==> config.mk <==
export PLATFORM = sky130hd
export DESIGN_NAME = hufd_ram
export DESIGN_NICKNAME = d
export VERILOG_FILES = /design/src/hufd_ram.sv
export SDC_FILE = /design/constraint.sdc
export NUM_CORES = 1
export LEC_CHECK = 0
export ABC_AREA = 1
export BUFFER_PORTS_ARGS = -buffer_cell sky130_fd_sc_hd__buf_2
export CORE_MARGIN = 3
export CORE_UTILIZATION = 55
export CTS_CLUSTER_SIZE = 30
export DETAILED_ROUTE_END_ITERATION = 12
export GPL_ROUTABILITY_DRIVEN = 0
export PLACE_DENSITY_LB_ADDON = 0.12
export SLEW_MARGIN = 20
export SYNTH_ARGS = -nofsm -noshare
export SYNTH_HDL_FRONTEND = slang
export SYNTH_SLANG_ARGS = --single-unit
==> constraint.sdc <==
create_clock -name clk -period 1 [get_ports clk]
set_input_delay 0.05 -clock clk [delete_from_list [all_inputs] [get_ports clk]]
set_output_delay 0.05 -clock clk [all_outputs]
set_load 0.01 [all_outputs]
==> src/hufd_ram.sv <==
// Generic single-clock RAM with one write port and one registered read port.
// No dependencies.
`timescale 1ns / 1ps

module hufd_ram #(
  parameter int WIDTH = 8,
  parameter int DEPTH = 16
) (
  input  logic                     clk,
  input  logic                     we,
  input  logic [$clog2(DEPTH)-1:0] waddr,
  input  logic [WIDTH-1:0]         wdata,
  input  logic                     re,
  input  logic [$clog2(DEPTH)-1:0] raddr,
  output logic [WIDTH-1:0]         rdata
);

  logic [WIDTH-1:0] mem [DEPTH];
  logic [WIDTH-1:0] rdata_r;

  always_ff @(posedge clk) begin
    if (we) begin
      mem[waddr] <= wdata;
    end
    if (re) begin
      rdata_r <= mem[raddr];
    end
  end

  assign rdata = rdata_r;

endmodule

# Word-level counts from Yosys, hierarchy flattened
# Memories as Yosys holds them, arrays and structs flattened. A register that Yosys moved wholly into a read port is not among the register bits.
# Index checks and enable logic that the tools add are counted.
# classes
n_mux	2
# op_table
operator	n
two-way mux 1 bit	2
# totals
register_bits	0
ramBits	128
input_bits	19
output_inout_bits	8
wordCells	3
mem_count	1
# memory_table
name	words	width	read_ports	rd_clocked_by_memory_dff	write_ports	line_no	rtl
mem	16	8	1	1	1	18	logic [WIDTH-1:0] mem [DEPTH];

# Longest topological paths before layout
# depth
word_depth	2
mapped_depth	8
ltp_nobuf	7

# Worst setup path before layout
# Ideal clock, no wire load.
# synth_timing
path_kind	in2reg
start	in waddr[3]
end	mem mem[4][0], enable pin
setup_time_ns	0.370
arrival_time_ns	0.631
required_ns	0.630
path_slack_ns	-0.001
path_stages	2
path_buffers	0
path_cell_list	nand3b_1 > nor2_1
# synth_lines
element	line_no	rtl
from (decl)	11	input logic [$clog2(DEPTH)-1:0] waddr,
to (decl)	18	
# No word-level cell before the write port.

# Worst setup path in the final report
# layout_timing
start	reg rdata_r[6], in the netlist rdata[6] (read register of mem)
end	out rdata[6]
# layout_lines
element	line_no	rtl
from (decl)	19	logic [WIDTH-1:0] rdata_r;
to (decl)	15	output logic [WIDTH-1:0] rdata
# No word-level cell between the ends.

==> run metrics <==
Initial Utilization 0.566; data required time of the critical path 0.95 ns; DP HPWL 8610 um; clk slew on worst S/H paths 0.06 ns; # rows 37; Leak 3.16 nW; post-place instance area 6280 um2; ANT nets after route 0; nets 633; largest area contributor in the netlist edfxtp_1; Hold Path Class in -> reg; Slew HR 0.707; slowest stage delay, CP 0.41 ns; power per cell area 1800 nW/um2; #FFs+latches synth 136; Pint 10.2 mW; post-synthesis net count 570; Tcrit/Tclk final 1.13; routed wire length 14,000 um; slew of the pin with the lowest slew margin 0.439 ns; Sink Count 136; Crit. End Element primary output; CTS tree done; drt pass-1 iters 5; Final Cell Area 7290 um2; fin util 0.706; Critical Path Source rdata[6]; drt drc 0; Reg-to-Reg Start mem[9][4]; DIE AREA 11,900 um2; share of total power in combinational logic 0.076; port bufs 26; final setup violation count 16; Crit Path Class reg -> out; critical path endpoint rdata[6]; Buf/Inv on CP 1; switching pwr 2.89 mW; fraction of layout cells with a size suffix above 1 0.270; Reg2Reg Setup Slack -0.10 ns; first-pass GRT wire length 21,700 um; commonest non-fill, non-tap cell in the layout nand2_1; ant diodes 0; Reg power frac 0.492; Cell Chain, Critical Path buf_2; Register-to-Register Path Depth 6; outcome finished with violations; Max Root-Sink Buffers 2; max-cap violation count 0; Worst path slowest cell edfxtp_1; CTS buffer count 17; CP Launch Type flip-flop; Boundary Pins 27; DR iter-0 viols 341; area share of the largest cell type after synthesis 0.698; sequential area share after synthesis 0.698; synth top area cells edfxtp_1 (70%), nand2_1 (11%), nand3_1 (8.3%); commonest non-fill, non-tap cells in the layout nand2_1 (165), edfxtp_1 (136), inv_1 (95); worst flop-to-flop path endpoint rdata[4]; Vias 4,027; GRT Residual Overflow 0; Syn Inst Count 551; largest net degree at the start of global routing 33; Core Box Area 10,300 um2; CP Depth 1; Tot GR Track Use 0.253; die height 109 um; violated checks setup timing; Synth-to-Final Area Change 24.6%; synth warn 0; FILL cells 732; Crit Path Max Fanout 1; initial antenna violation count 0; Clock power frac 0.431; CTS H-tree lvls 4; FMAX 881 MHz; Clock Skew 0.00548 ns; max-slew violation count 0; Vias/cell 5.28; final setup margin -0.135 ns; Clock Tree Root clkbuf_8; post-synthesis average cell area 10.6 um2; VDD IR max 0.00110 V; Syn Std Cell Area 5850 um2; vias in the first global route 3,794; drt wl/cell 18.3 um; Cell variety after synth 11; RSZ-0062 raised after global routing true; Sw Ratio 0.220; Top delay family on crit path flip-flops; clock latency on the worst-skew pair 0.52 ns; critical path arrival 1.08 ns; Die Wd 109 um; Tmin final 1.13 ns; final hold viol count 0
## per-stage QoR
stage          setup slack, ns  power (mW)  TNS, ns  std cells  hold slack, ns
2_1_floorplan        -0.000845        7.03  -0.0540        551           0.149
3_3_place_gp            -0.215        7.39    -1.73        722           0.421
3_5_place_dp            -0.276        7.41    -2.32        722           0.428
4_1_cts                 -0.150        13.1    -1.37        763          0.0453
5_1_grt                 -0.179        13.6    -2.14        763          0.0858
6_report                -0.135        13.1    -1.31        763          0.0906
## cell usage after synthesis
master and instances:
buf_2 13, nand2_1 173, buf_6 6, nand3b_1 2, edfxtp_1 136, buf_4 4, buf_1 1, inv_1 100
inv_2 2, nor2_1 17, nand3_1 97
## sequential cells by signal (all words and copies together) (netlist names)
signal	flops
rdata	8
mem	128
## power groups by stage
stage / sequential [mW] / clock, mW / combinational, mW
2_1_floorplan: 6.58 / 0 / 0.450
3_3_place_gp: 6.58 / 0 / 0.811
3_5_place_dp: 6.58 / 0 / 0.828
4_1_cts: 6.46 / 5.73 / 0.921
5_1_grt: 6.47 / 6.00 / 1.09
6_report: 6.46 / 5.67 / 1.00
## cell type report
| class | count | area [um2] | share of cell area |
|---|---|---|---|
| clock buffers | 20 | 425 | 0.0584 |
| clock inverters | 12 | 109 | 0.0149 |
| inverters | 102 | 383 | 0.0526 |
| multi-input cells | 289 | 1600 | 0.219 |
| flip-flops and latches | 136 | 4080 | 0.561 |
| well taps | 136 | 170 | 0.0234 |
| repair buffers | 68 | 518 | 0.0711 |
## cell families after synthesis
family                 synth area share
DFF                               0.698
buffers and inverters            0.0939
and+or+nand+nor                   0.208
## per-layer routing
layer / vias to the layer above / track usage / share of wire
met1: 1920 / 0.364 / 0.44
met4: 0 / 0.100 / 0.016
met2: 175 / 0.375 / 0.47
met3: 19 / 0.0604 / 0.074
li1: 1913 / - / -
met5: - / 0 / 0
## worst min path at each step
stage,endpoint,from,depth (start not counted),slack (ns)
floorplan,mem[0][0],wdata[0],0,0.15
global placement,rdata[1],re,1,0.42
detailed placement,rdata[4],re,1,0.43
CTS,rdata[7],raddr[3],4,0.05
global route,rdata[7],raddr[3],4,0.09
finish,rdata[7],raddr[3],4,0.09
## timing repair
action | in CTS | in global routing
hold buffers | 9 | 0
pin swaps | 33 | 30
endpoints found under the hold margin | 136 | 0
gates resized for setup | 37 | 48
setup buffers | 0 | 0
endpoints found under the setup margin | 16 | 16
Note: power is estimated with default switching activity, not from simulation.
